--- config.mk ---
export PLATFORM = sky130hd
export DESIGN_NAME = lightweight_block_cipher_64_128_flat
export DESIGN_NICKNAME = d
export VERILOG_FILES = /design/src/rtl/core/lbc_pkg.sv /design/src/rtl/core/lbc_blk_if.sv /design/src/rtl/core/lbc_res_if.sv /design/src/rtl/core/lbc_ctrl.sv /design/src/rtl/core/lbc_dp.sv /design/src/rtl/core/lightweight_block_cipher_64_128.sv /design/src/flat_wrapper.sv
export SDC_FILE = /design/constraint.sdc
export NUM_CORES = 2
export LEC_CHECK = 0
export BUFFER_PORTS_ARGS = -buffer_cell sky130_fd_sc_hd__buf_2
export CORE_MARGIN = 5
export CORE_UTILIZATION = 55
export DETAILED_ROUTE_END_ITERATION = 7
export MAX_ROUTING_LAYER = met4
export PLACE_DENSITY = 0.81
export SKIP_LAST_GASP = 1
export SLEW_MARGIN = 20
export SYNTH_ARGS = -nofsm -noshare
export SYNTH_HDL_FRONTEND = slang
export SYNTH_HIERARCHICAL = 1
export SYNTH_SLANG_ARGS = --single-unit
--- constraint.sdc ---
create_clock -name clk -period 5.5 [get_ports clk]
set_input_delay 1.1 -clock clk [delete_from_list [all_inputs] [get_ports clk]]
set_output_delay 1.1 -clock clk [all_outputs]
set_load 0.01 [all_outputs]
--- src/rtl/core/lbc_pkg.sv ---
// shared types, constants and round functions of the 64/128 block cipher
package lbc_pkg;

    localparam int BLK_W     = 64;
    localparam int HALF_W    = 32;
    localparam int KEY_W     = 64;
    localparam int RC_W      = 5;
    localparam int CFG_IDX_W = 2;
    localparam int KS_ROT    = 13;

    localparam logic [CFG_IDX_W-1:0] REG_KEY_UPPER = CFG_IDX_W'(0);
    localparam logic [CFG_IDX_W-1:0] REG_KEY_LOWER = CFG_IDX_W'(1);

    localparam logic [3:0] SBOX_FWD [16] = '{
        4'h3, 4'hf, 4'he, 4'h1, 4'h0, 4'ha, 4'h5, 4'h8,
        4'hc, 4'h4, 4'hb, 4'h2, 4'h9, 4'h7, 4'h6, 4'hd
    };
    localparam logic [3:0] SBOX_INV [16] = '{
        4'h4, 4'h3, 4'hb, 4'h0, 4'h9, 4'h6, 4'he, 4'hd,
        4'h7, 4'hc, 4'h5, 4'ha, 4'h8, 4'hf, 4'h2, 4'h1
    };

    typedef enum logic [2:0] {
        ST_IDLE,
        ST_EXPAND,
        ST_PREP,
        ST_ROUND,
        ST_FINISH
    } lbc_state_t;

    // controller to datapath
    typedef struct packed {
        logic load;
        logic key_init;
        logic key_step;
        logic round_en;
        logic out_load;
    } lbc_cmd_t;

    // nibble-wise s-box over one half
    function automatic logic [HALF_W-1:0] sub_word(input logic [HALF_W-1:0] x,
                                                   input logic inv);
        logic [HALF_W-1:0] z;
        z = '0;
        for (int n = 0; n < HALF_W / 4; n++) begin
            z[n*4 +: 4] = inv ? SBOX_INV[x[n*4 +: 4]] : SBOX_FWD[x[n*4 +: 4]];
        end
        return z;
    endfunction

    function automatic logic [HALF_W-1:0] rotl32(input logic [HALF_W-1:0] x,
                                                 input int s);
        return (x << s) | (x >> (HALF_W - s));
    endfunction

    function automatic logic [HALF_W-1:0] rotr32(input logic [HALF_W-1:0] x,
                                                 input int s);
        return (x >> s) | (x << (HALF_W - s));
    endfunction

    // one forward round, result already swapped
    function automatic logic [BLK_W-1:0] enc_round(input logic [BLK_W-1:0] b,
                                                   input logic [KEY_W-1:0] k);
        logic [HALF_W-1:0] l;
        logic [HALF_W-1:0] r;
        logic [HALF_W-1:0] s;
        logic [HALF_W-1:0] l1;
        logic [HALF_W-1:0] r1;
        l  = b[BLK_W-1:HALF_W];
        r  = b[HALF_W-1:0];
        s  = sub_word(r, 1'b0);
        l1 = rotl32(s ^ l ^ k[HALF_W-1:0], 3);
        r1 = rotr32(s ^ l1 ^ k[KEY_W-1:HALF_W], 7);
        return {r1, l1};
    endfunction

    // one inverse round
    function automatic logic [BLK_W-1:0] dec_round(input logic [BLK_W-1:0] b,
                                                   input logic [KEY_W-1:0] k);
        logic [HALF_W-1:0] l;
        logic [HALF_W-1:0] r;
        logic [HALF_W-1:0] r1;
        logic [HALF_W-1:0] l1;
        l  = b[HALF_W-1:0];
        r  = b[BLK_W-1:HALF_W];
        r1 = rotl32(r, 7) ^ l ^ k[KEY_W-1:HALF_W];
        l1 = rotr32(l, 3) ^ r1 ^ k[HALF_W-1:0];
        return {l1, sub_word(r1, 1'b1)};
    endfunction

    // one key schedule step on {upper, lower}
    function automatic logic [2*KEY_W-1:0] key_next(input logic [2*KEY_W-1:0] k,
                                                    input logic [RC_W-1:0] rc);
        logic [2*KEY_W-1:0] rot;
        logic [KEY_W-1:0]   lo;
        rot = (k << KS_ROT) | (k >> (2*KEY_W - KS_ROT));
        lo  = rot[KEY_W-1:0];
        lo[7:4] = SBOX_FWD[lo[7:4]];
        lo[3:0] = SBOX_FWD[lo[3:0]];
        lo[KEY_W-1 -: RC_W] = lo[KEY_W-1 -: RC_W] ^ rc;
        return {rot[2*KEY_W-1:KEY_W], lo};
    endfunction

endpackage

--- src/rtl/core/lbc_blk_if.sv ---
// input channel: operation and block
interface lbc_blk_if
    import lbc_pkg::*;
();
    logic              valid;
    logic              ready;
    logic              mode;
    logic [BLK_W-1:0]  block_in;

    modport source (output valid, mode, block_in, input ready);
    modport sink   (input valid, mode, block_in, output ready);
endinterface

--- src/rtl/core/lbc_res_if.sv ---
// result channel: processed block
interface lbc_res_if
    import lbc_pkg::*;
();
    logic              valid;
    logic              ready;
    logic [BLK_W-1:0]  block_out;

    modport source (output valid, block_out, input ready);
    modport sink   (input valid, block_out, output ready);
endinterface

--- src/rtl/core/lbc_ctrl.sv ---
// sequencer: key expansion, round iteration and output slot
module lbc_ctrl
    import lbc_pkg::*;
#(
    parameter int ROUNDS = 31,
    parameter int IDX_W  = 5
) (
    input  logic              clk,
    input  logic              rst_n,
    input  logic              in_valid,
    input  logic              in_mode,
    output logic              in_ready,
    output logic              out_valid,
    input  logic              out_ready,
    input  logic              cfg_wr_en,
    input  logic [CFG_IDX_W-1:0] cfg_index,
    output lbc_cmd_t          cmd,
    output logic [IDX_W-1:0]  step_idx,
    output logic [IDX_W-1:0]  rd_idx
);

    localparam int                EXP_LAST_I = (ROUNDS > 1) ? ROUNDS - 2 : 0;
    localparam logic [IDX_W-1:0]  EXP_LAST   = IDX_W'(EXP_LAST_I);
    localparam logic [IDX_W-1:0]  RND_LAST   = IDX_W'(ROUNDS - 1);
    localparam logic              HAS_EXPAND = (ROUNDS > 1);

    lbc_state_t        state_reg, state_next;
    logic [IDX_W-1:0]  cnt_reg, cnt_next;
    logic              mode_reg, mode_next;
    logic              keys_valid_reg, keys_valid_next;
    logic              out_valid_reg, out_valid_next;
    logic              accept;
    logic              slot_free;
    logic [IDX_W-1:0]  nxt_idx;

    assign accept    = in_valid && (state_reg == ST_IDLE);
    assign slot_free = !out_valid_reg || out_ready;

    // next state
    always_comb
    begin
        state_next = state_reg;
        cnt_next   = cnt_reg;
        mode_next  = mode_reg;
        case (state_reg)
            ST_IDLE:
            begin
                if (accept)
                begin
                    mode_next = in_mode;
                    cnt_next  = '0;
                    state_next = (!keys_valid_reg && HAS_EXPAND) ? ST_EXPAND : ST_PREP;
                end
            end
            ST_EXPAND:
            begin
                if (cnt_reg == EXP_LAST)
                begin
                    cnt_next   = '0;
                    state_next = ST_PREP;
                end
                else
                begin
                    cnt_next = cnt_reg + 1'b1;
                end
            end
            ST_PREP:
            begin
                cnt_next   = '0;
                state_next = ST_ROUND;
            end
            ST_ROUND:
            begin
                if (cnt_reg == RND_LAST)
                begin
                    cnt_next   = '0;
                    state_next = ST_FINISH;
                end
                else
                begin
                    cnt_next = cnt_reg + 1'b1;
                end
            end
            ST_FINISH:
            begin
                if (slot_free)
                begin
                    state_next = ST_IDLE;
                end
            end
            default:
            begin
                state_next = ST_IDLE;
            end
        endcase
    end

    // outputs and flags
    always_comb
    begin
        cmd.load     = accept;
        cmd.key_init = accept && !keys_valid_reg;
        cmd.key_step = (state_reg == ST_EXPAND);
        cmd.round_en = (state_reg == ST_ROUND);
        cmd.out_load = (state_reg == ST_FINISH) && slot_free;
        in_ready     = (state_reg == ST_IDLE);
        out_valid    = out_valid_reg;
        step_idx     = cnt_reg;
        // no prefetch past the last round, the index stays inside the memory
        nxt_idx      = (state_reg == ST_ROUND && cnt_reg != RND_LAST) ? cnt_reg + 1'b1 : '0;
        rd_idx       = mode_reg ? RND_LAST - nxt_idx : nxt_idx;

        keys_valid_next = keys_valid_reg;
        if (cfg_wr_en && (cfg_index == REG_KEY_UPPER || cfg_index == REG_KEY_LOWER))
        begin
            keys_valid_next = 1'b0;
        end
        else if (cmd.key_init)
        begin
            keys_valid_next = 1'b1;
        end

        out_valid_next = out_valid_reg;
        if (cmd.out_load)
        begin
            out_valid_next = 1'b1;
        end
        else if (out_ready)
        begin
            out_valid_next = 1'b0;
        end
    end

    always_ff @(posedge clk or negedge rst_n)
    begin
        if (!rst_n)
        begin
            state_reg      <= ST_IDLE;
            cnt_reg        <= '0;
            mode_reg       <= 1'b0;
            keys_valid_reg <= 1'b0;
            out_valid_reg  <= 1'b0;
        end
        else
        begin
            state_reg      <= state_next;
            cnt_reg        <= cnt_next;
            mode_reg       <= mode_next;
            keys_valid_reg <= keys_valid_next;
            out_valid_reg  <= out_valid_next;
        end
    end

endmodule

--- src/rtl/core/lbc_dp.sv ---
// datapath: key registers, key schedule, round key memory, round unit
module lbc_dp
    import lbc_pkg::*;
#(
    parameter int ROUNDS = 31,
    parameter int IDX_W  = 5
) (
    input  logic                 clk,
    input  logic                 rst_n,
    input  logic                 cfg_wr_en,
    input  logic [CFG_IDX_W-1:0] cfg_index,
    input  logic [KEY_W-1:0]     cfg_data,
    input  lbc_cmd_t             cmd,
    input  logic [IDX_W-1:0]     step_idx,
    input  logic [IDX_W-1:0]     rd_idx,
    input  logic                 in_mode,
    input  logic [BLK_W-1:0]     in_block,
    output logic [BLK_W-1:0]     out_block
);

    logic [KEY_W-1:0]   key_upper_reg;
    logic [KEY_W-1:0]   key_lower_reg;
    logic [KEY_W-1:0]   ks_hi_reg, ks_hi_next;
    logic [KEY_W-1:0]   ks_lo_reg, ks_lo_next;
    logic [2*KEY_W-1:0] ks_step;
    logic [KEY_W-1:0]   rk_mem [ROUNDS];
    logic [KEY_W-1:0]   rk_q_reg;
    logic               mem_we;
    logic [IDX_W-1:0]   mem_wa;
    logic [KEY_W-1:0]   mem_wd;
    logic [BLK_W-1:0]   blk_reg, blk_next;
    logic               mode_reg;
    logic [BLK_W-1:0]   out_reg;

    always_ff @(posedge clk or negedge rst_n)
    begin
        if (!rst_n)
        begin
            key_upper_reg <= '0;
            key_lower_reg <= '0;
        end
        else if (cfg_wr_en)
        begin
            if (cfg_index == REG_KEY_UPPER)
            begin
                key_upper_reg <= cfg_data;
            end
            else if (cfg_index == REG_KEY_LOWER)
            begin
                key_lower_reg <= cfg_data;
            end
        end
    end

    // key schedule
    always_comb
    begin
        ks_step    = key_next({ks_hi_reg, ks_lo_reg}, RC_W'(step_idx));
        ks_hi_next = ks_hi_reg;
        ks_lo_next = ks_lo_reg;
        mem_we     = 1'b0;
        mem_wa     = step_idx + 1'b1;
        mem_wd     = ks_step[KEY_W-1:0];
        if (cmd.key_init)
        begin
            ks_hi_next = key_upper_reg;
            ks_lo_next = key_lower_reg;
            mem_we     = 1'b1;
            mem_wa     = '0;
            mem_wd     = key_lower_reg;
        end
        else if (cmd.key_step)
        begin
            ks_hi_next = ks_step[2*KEY_W-1:KEY_W];
            ks_lo_next = ks_step[KEY_W-1:0];
            mem_we     = 1'b1;
        end
    end

    always_ff @(posedge clk)
    begin
        ks_hi_reg <= ks_hi_next;
        ks_lo_reg <= ks_lo_next;
    end

    // round key memory, registered read
    always_ff @(posedge clk)
    begin
        if (mem_we)
        begin
            rk_mem[mem_wa] <= mem_wd;
        end
        rk_q_reg <= rk_mem[rd_idx];
    end

    // round unit
    always_comb
    begin
        blk_next = blk_reg;
        if (cmd.load)
        begin
            blk_next = in_block;
        end
        else if (cmd.round_en)
        begin
            blk_next = mode_reg ? dec_round(blk_reg, rk_q_reg) : enc_round(blk_reg, rk_q_reg);
        end
    end

    always_ff @(posedge clk)
    begin
        blk_reg <= blk_next;
        if (cmd.load)
        begin
            mode_reg <= in_mode;
        end
        if (cmd.out_load)
        begin
            out_reg <= blk_reg;
        end
    end

    assign out_block = out_reg;

endmodule

--- src/rtl/core/lightweight_block_cipher_64_128.sv ---
// top level of the 64-bit block, 128-bit key feistel-like cipher
//
// One block is encrypted (mode 0) or decrypted (mode 1) per input beat under
// the 128-bit key held in two write-only registers, key_upper at index 0 and
// key_lower at index 1. The round keys live in a memory of ROUNDS entries with
// one write port and one registered read port. After any key write, the next
// block first rebuilds that memory one round key per cycle; later blocks reuse
// it. A block then goes from its input beat to its result beat in these steps:
// the beat is taken, the first round key is prefetched from the memory, one
// round runs per cycle through the shared round unit, and the result moves
// into the output register. The memory port, read one key per cycle, sets the
// round pace. A result waits in the output register while the next block is
// taken and processed; only its own output move waits for the slot.
module lightweight_block_cipher_64_128
    import lbc_pkg::*;
#(
    parameter int ROUNDS = 31
) (
    input  logic                 clk,
    input  logic                 rst_n,
    lbc_blk_if.sink              blk,
    lbc_res_if.source            res,
    input  logic                 cfg_wr_en,
    input  logic [CFG_IDX_W-1:0] cfg_index,
    input  logic [KEY_W-1:0]     cfg_data
);

    // round counter and memory index width
    localparam int IDX_W = (ROUNDS > 1) ? $clog2(ROUNDS) : 1;

    lbc_cmd_t          cmd;
    logic [IDX_W-1:0]  step_idx;
    logic [IDX_W-1:0]  rd_idx;

    // sequencer
    lbc_ctrl #(
        .ROUNDS (ROUNDS),
        .IDX_W  (IDX_W)
    ) u_ctrl (
        .clk       (clk),
        .rst_n     (rst_n),
        .in_valid  (blk.valid),
        .in_mode   (blk.mode),
        .in_ready  (blk.ready),
        .out_valid (res.valid),
        .out_ready (res.ready),
        .cfg_wr_en (cfg_wr_en),
        .cfg_index (cfg_index),
        .cmd       (cmd),
        .step_idx  (step_idx),
        .rd_idx    (rd_idx)
    );

    // key schedule, round key memory and round unit
    lbc_dp #(
        .ROUNDS (ROUNDS),
        .IDX_W  (IDX_W)
    ) u_dp (
        .clk       (clk),
        .rst_n     (rst_n),
        .cfg_wr_en (cfg_wr_en),
        .cfg_index (cfg_index),
        .cfg_data  (cfg_data),
        .cmd       (cmd),
        .step_idx  (step_idx),
        .rd_idx    (rd_idx),
        .in_mode   (blk.mode),
        .in_block  (blk.block_in),
        .out_block (res.block_out)
    );

endmodule

--- src/flat_wrapper.sv ---
// flat-port wrapper written by rule: the top's interface ports become plain ports
module lightweight_block_cipher_64_128_flat import lbc_pkg::*;
#(
    parameter int ROUNDS = 31
)
  (clk, rst_n, cfg_wr_en, cfg_index, cfg_data, blk_valid, blk_mode, blk_block_in, blk_ready, res_valid, res_block_out, res_ready);
  lbc_blk_if blk_i ();
  lbc_res_if res_i ();
  input  logic clk;
  input  logic rst_n;
  input  logic cfg_wr_en;
  input  logic [CFG_IDX_W-1:0] cfg_index;
  input  logic [KEY_W-1:0] cfg_data;
  input wire logic [$bits(blk_i.valid)-1:0] blk_valid;
  input wire logic [$bits(blk_i.mode)-1:0] blk_mode;
  input wire logic [$bits(blk_i.block_in)-1:0] blk_block_in;
  output wire logic [$bits(blk_i.ready)-1:0] blk_ready;
  output wire logic [$bits(res_i.valid)-1:0] res_valid;
  output wire logic [$bits(res_i.block_out)-1:0] res_block_out;
  input wire logic [$bits(res_i.ready)-1:0] res_ready;
  assign blk_i.valid = blk_valid;
  assign blk_i.mode = blk_mode;
  assign blk_i.block_in = blk_block_in;
  assign blk_ready = blk_i.ready;
  assign res_valid = res_i.valid;
  assign res_block_out = res_i.block_out;
  assign res_i.ready = res_ready;
  lightweight_block_cipher_64_128 #(.ROUNDS(ROUNDS)) u_core (.clk(clk), .rst_n(rst_n), .blk(blk_i), .res(res_i), .cfg_wr_en(cfg_wr_en), .cfg_index(cfg_index), .cfg_data(cfg_data));
endmodule
# Word level (Yosys, flattened, before mapping)
# Memory sizes are Yosys's and may differ from the RTL's. A register that Yosys moved wholly into a read port is not among the register bits.
# Cells that the tools add are included.
# Widths: inputs -> output; s select.
[totals]
regBits = 396
latchBits = 0
mem_bits_rw = 1984
romBits = 1152
wordCells = 182
memories = 19
[classes]
addsub = 2
multipliers = 0
n_div = 0
magnitude_cmp = 18
n_eq_ne = 12
shift = 0
n_mux = 65
bitwise_logic = 33
reduce_logical = 21
[memory_table]
columns = ["name", "words", "word_bits", "rd", "rd_clocked_by_memory_dff", "wr", "line", "source"]
rows = [
  ["u_core.u_dp.rk_mem", 31, 64, 1, 1, 1, "lbc_dp.sv:26", "logic [KEY_W-1:0] rk_mem [ROUNDS];"],
  ["(no name shown)", 16, 4, 1, 0, 0, "lbc_pkg.sv:46", "z[n*4 +: 4] = inv ? SBOX_INV[x[n*4 +: 4]] : SBOX_FWD[x[n*4 +: 4]];"],
  ["(no name shown)", 16, 4, 1, 0, 0, "lbc_pkg.sv:46", ""],
  ["(no name shown)", 16, 4, 1, 0, 0, "lbc_pkg.sv:46", ""],
  ["(no name shown)", 16, 4, 1, 0, 0, "lbc_pkg.sv:46", ""],
  ["(no name shown)", 16, 4, 1, 0, 0, "lbc_pkg.sv:46", ""],
  ["+13 memories", "-", "-", "-", "-", "-", "-", ""],
]
[op_table]
columns = ["operator", "count"]
rows = [
  ["$mux 64", 8],
  ["$xor 32x32->32", 8],
  ["$mux 4", 36],
  ["$or 128x13->128", 1],
  ["$ge 5x5->1 const B", 18],
  ["$not 4->5", 18],
  ["$or 25x32->32", 1],
  ["$or 29x32->32", 1],
  ["$or 32x3->32", 1],
  ["$or 32x7->32", 1],
  ["$mux 5", 6],
  ["$pmux 5 s4", 1],
  ["$pmux 3 s5", 1],
  ["$mux 3", 4],
  ["$eq 5x5->1 const B", 2],
  ["$mux 1", 8],
  ["$reduce_bool 2->1", 4],
  ["$eq 3x2->1 const B", 2],
  ["$ne 2x2->1 const B", 3],
  ["$reduce_and 2->1", 3],
  ["$add 5x1->5 const B", 1],
  ["$logic_and 1x1->1", 5],
  ["$ne 5x5->1 const B", 1],
  ["$sub 5x5->5 const A", 1],
  ["other kinds (14)", 16],
]

# Depth between registers and ports, before layout
[logic_depth]
word_depth = 13
mapped_depth = 16
depth_no_buf = 13

# By module
# The synthesis kept the hierarchy.
[by_module_without_submodules]
columns = ["module", "n_inst", "cells_per_inst", "area_per_inst_um2", "seq_area_each_um2"]
rows = [
  ["lbc_dp", 1, 4806, 96755.3, 71778.8],
  ["lbc_ctrl", 1, 90, 807.0, 275.3],
]

# Worst setup path before layout
# No wires, ideal clock.
[synth_path]
path_kind = "input to register"
from = "in blk_valid"
to = "mem u_core.u_dp.rk_mem[20][0], enable pin"
setup_time_ns = 0.486
arrival_ns = 4.585
required_time_ns = 5.014
setup_slack_ns = 0.429
stages = 6
n_path_buf = 1
cell_sequence = "nand2_1 > nor2_1 > clkbuf_1 > or2_2 > nand3_1 > nor2_1"
[synth_lines]
columns = ["item", "line", "source"]
rows = [
  ["from (decl)", "flat_wrapper.sv:14", "input wire logic [$bits(blk_i.valid)-1:0] blk_valid;"],
  ["to (decl)", "lbc_dp.sv:26", ""],
]

# Worst setup path after layout
[layout_path]
from = "reg u_core.u_ctrl.cnt_reg[0], in the netlist u_core/u_ctrl/step_idx[0]"
to = "reg u_core.u_dp.rk_q_reg[51] (read register of u_core.u_dp.rk_mem)"
[layout_between]
elab_chain_cells = 5
[layout_rtl]
columns = ["item", "line", "source"]
rows = [
  ["from (decl)", "lbc_ctrl.sv:28", "logic [IDX_W-1:0] cnt_reg, cnt_next;"],
  ["from (signal assigned)", "lbc_ctrl.sv:147", "cnt_reg <= cnt_next;"],
  ["parallel branches: the longest is 2 deep, another holds $add 5x1->5", "-", ""],
  ["$mux 5 *", "lbc_ctrl.sv:110", "nxt_idx = (state_reg == ST_ROUND && cnt_reg != RND_LAST) ? cnt_reg + 1'b1 : '0;"],
  ["$sub 5x5->5", "lbc_ctrl.sv:111", "rd_idx = mode_reg ? RND_LAST - nxt_idx : nxt_idx;"],
  ["$mux 5 *", "lbc_ctrl.sv:111", ""],
  ["named net u_core.rd_idx[0]", "lightweight_block_cipher_64_128.sv:33", "logic [IDX_W-1:0] rd_idx;"],
  ["to (decl)", "lbc_dp.sv:27", "logic [KEY_W-1:0] rk_q_reg;"],
]
# Mark *: on every way through the listed nets, which the timed path passes.
# A chain may end at the register's enable or synchronous reset.

==> impl_summary.md <==
Timing
The number of endpoints with negative hold slack in the final report was 0. At the pin with the least slew margin, the transition time is 1160 ps. Derived from the worst setup path, the maximum achievable clock frequency is 222 MHz. The clock period minus worst slack is 4500 ps.

The setup slack of the critical path after layout is 1000 ps. Setup repair after global routing left no endpoint under its margin. Of the available clock period, the critical path in the final layout requires 0.818. Adding up every negative setup slack in the final design gives 0 ps.

The clock arrives with 58.0 ps of skew. The final setup violation count is 0. The worst pin sits at a relative slew slack of 0.229. The max-slew violation total from the final report is 0.

Logic synthesis
The cell area after synthesis is 97,600 um2. By area the synthesized netlist is led by sky130_fd_sc_hd__edfxtp_1 69%, sky130_fd_sc_hd__mux4_2 11%, sky130_fd_sc_hd__dfrtp_1 3.6%. The number of synthesized flops with an enable pin is 2,241. The share of the synthesized area in the top cell type is 0.690. In the synthesized netlist the dominant register cell turns out to be sky130_fd_sc_hd__edfxtp_1. The commonest cells after synthesis are 2,241 x sky130_fd_sc_hd__edfxtp_1, 461 x sky130_fd_sc_hd__mux4_2, 270 x sky130_fd_sc_hd__mux2_2, 199 x sky130_fd_sc_hd__a22oi_1, 181 x sky130_fd_sc_hd__xnor2_1. The register bit count reported by yosys is 2,444. The number of different library cells used by synthesis comes to 73. The mean instance size in the synthesized netlist is 19.9 um2. The leading cell type by number of instances after synthesis is sky130_fd_sc_hd__edfxtp_1. The Yosys warning count is 6. The cell count after synthesis is 4,896.

The fraction of the yosys area taken by sequential cells is 0.739. After synthesis, the share of flip-flops with an asynchronous set or reset is 0.0569. When the netlist entered floorplanning its net count stood at 5,099. The cell type with the largest total area after synthesis is sky130_fd_sc_hd__edfxtp_1.

Global routing
The aggregate global-route resource usage is 0.292. The total overflow reported by the global router is 0. The via count of the first global-routing pass is 53,000. The first global-routing pass estimated 378,000 um of wire. The number of antenna violations at the first check in global routing is 10. Entering global routing, the biggest net connects 139 pins.

Pwr
The leakage component of the power is 35.8 nW. Of the total power, the share spent switching nets is 0.368. The clock share of power is 0.206. Of the total power, combinational logic draws 0.406. Summed over all nets, the switching power comes to 0.0275 W.

The worst supply voltage drop on vdd is 0.657 mV. The sequential cell fraction of total power is 0.388. The areal power density over the cells is 686 nW/um2. The internal power of the cells totals 0.0474 W.

Die
The initial standard-cell utilization of the core is 0.553. The row count is 154. The floorplan step defined a core boundary enclosing 176,000 um2. The count of pins on the block boundary is 202. The die covers 186,000 um2.

The die extent in x is 431 um. The floorplan die height is 431 um.

Route
The met1 wire length is 89,900 um. In this run, the number of DRC markers left after iteration 0 of detailed routing was 8,338. Dividing the detail-routed wire length by the instance count gives 34.4 um. After detailed routing, the total wire length is 265,000 um. The detailed route wirelength on metal3 is 38,400 um. The detailed router used layers up to and including met4. Dividing the detail-routed via count by the number of cells gives 6.82.

The number of DRC violations after detailed routing is 0. The total length of routed met2 wires is 124,000 um. The first detailed-routing pass ran for 8 iterations. The final route contains 52,500 vias. In this run the remaining antenna-violating nets after routing total 0.

Clock tree
Clock-pin slew was measured on the worst setup and hold paths at 70 ps. The count of clock tree sinks is 2,444. The clock tree from TritonCTS is done. The clock tree synthesis step divided the H-tree into 4 levels. The maximum number of buffers from clock root to sink is 3. The number of clock buffers added by TritonCTS is 220. The buffers inserted during post-CTS setup optimization is 0.

Buffers inserted to repair hold after CTS numbered 0. The buffer cell driving the clock tree root is sky130_fd_sc_hd__clkbuf_16. The number of instances resized during post-cts repair is 0. The insertion delay to the later sink of the worst-skew pair is 870 ps.

Setup path
The worst setup path is of the register to register kind. The type of origin of the critical path is a register. The number of cells on the worst reg-to-reg path is 12. The data arrival at the endpoint of the critical path is 5220 ps. For the worst setup path, the data required time is 6220 ps.

The category of the worst setup path capture point is a register. In this run the worst path has a maximum fanout of 27.

Final layout
In the final layout, the share of cells above drive strength 1 is 0.271. The final layout net count is 5,370. The area growth from synthesis to layout is 11.9%. Measured on the finished design, the core utilization comes to 0.619. The register with the highest flop count is u_core/u_dp/rk_mem.

The number of flip-flops under the largest register name is 1,984.

Placed design
Buffers placed on the I/O ports in this run total 201. At the placement stage, the worst setup path has a slack of 1100 ps. The HPWL after detailed placement is 140,000 um.

The congestion estimate from routability-driven global placement came to 0.863.

Outcome
The flow ran to the end, and the final reports show no timing, DRC or antenna violations.

Min path
The path class of the tightest hold or removal check is input pin to async pin.

Flow run
The number of max-cap violations is 0.
## critical path: stages (launching register included)
cell	delay, ps
sky130_fd_sc_hd__dfrtp_1	650
sky130_fd_sc_hd__inv_1	160
sky130_fd_sc_hd__ha_1	230
sky130_fd_sc_hd__nand4_1	170
sky130_fd_sc_hd__nand2_2	180
sky130_fd_sc_hd__nor2_4	140
sky130_fd_sc_hd__buf_4	330
sky130_fd_sc_hd__buf_4	540
sky130_fd_sc_hd__buf_4	570
sky130_fd_sc_hd__mux4_2	590
sky130_fd_sc_hd__a22o_1	290
sky130_fd_sc_hd__a221oi_1	340
sky130_fd_sc_hd__o21ai_1	110
## power by group through the flow
stage | combinational [W] | sequential (W) | clock, W
floorplan | 0.0210 | 0.0281 | 0
detailed placement | 0.0292 | 0.0293 | 0
CTS | 0.0299 | 0.0290 | 0.0155
global route | 0.0321 | 0.0292 | 0.0164
global placement | 0.0283 | 0.0292 | 0
finish | 0.0304 | 0.0291 | 0.0154
## placed cells by master (no fill, tap or decap), types with 64 or more instances in the layout
cell / n
sky130_fd_sc_hd__a21oi_1: 92
sky130_fd_sc_hd__a22oi_1: 199
sky130_fd_sc_hd__buf_2: 200
sky130_fd_sc_hd__buf_4: 76
sky130_fd_sc_hd__clkbuf_1: 68
sky130_fd_sc_hd__clkbuf_16: 220
sky130_fd_sc_hd__dfrtp_1: 139
sky130_fd_sc_hd__dfxtp_1: 64
sky130_fd_sc_hd__edfxtp_1: 2241
sky130_fd_sc_hd__ha_1: 67
sky130_fd_sc_hd__inv_1: 76
sky130_fd_sc_hd__mux2_2: 270
sky130_fd_sc_hd__mux2i_1: 116
sky130_fd_sc_hd__mux4_2: 461
sky130_fd_sc_hd__nand2_1: 160
sky130_fd_sc_hd__o21ai_0: 100
sky130_fd_sc_hd__xnor2_1: 180
## routing by layer
metal,vias to the layer above,track usage
met2,4582,0.446
met1,26800,0.380
met5,-,-
met3,770,0.0811
met4,0,0.111
li1,20400,-
## path summary, 6_finish.rpt
kind	slack, ps	end	startpoint
max	1000	u_core/u_dp/rk_q_reg[51]	u_core/u_ctrl/step_idx[0]
min	350	u_core/u_dp/key_upper_reg[17]	rst_n
max reg2reg	1000	u_core/u_dp/rk_q_reg[51]	u_core/u_ctrl/step_idx[0]
min reg2reg	500	u_core/u_dp/key_lower_reg[43]	u_core/u_dp/key_lower_reg[43]
max in group asynchronous	4030	u_core/u_dp/key_lower_reg[61]	rst_n
min in group clk	490	u_core/u_dp/mode_reg	blk_mode
## metrics by stage
step	area (um2)	hold slack, ps	std cells	power, W
3_5_place_dp	102000	488	7285	0.0585
6_report	109000	347	7704	0.0749
4_1_cts	109000	339	7703	0.0744
3_3_place_gp	102000	482	7285	0.0575
5_1_grt	109000	397	7703	0.0777
2_1_floorplan	97600	421	4896	0.0491
## cell families after synthesis
kind of cell    count (synthesis)  synth area share
xor+xnor                      266            0.0290
compound gates                637            0.0448
fa+ha+maj                      67           0.00859
buf+inv                       350            0.0170
mux                           847             0.149
simple gates                  285            0.0126
flops                        2444             0.739
## cell type report
cell class,count,area (um2)
clock buffer,307,6020
fill,11300,67100
inverter,77,289
sequential,2444,72100
multi-input combinational,2102,24200
antenna,1,2.50
timing repair buffer,322,2480
clock inverter,111,1200
tap,2340,2930
No activity file was read; power rests on OpenSTA's default activity.
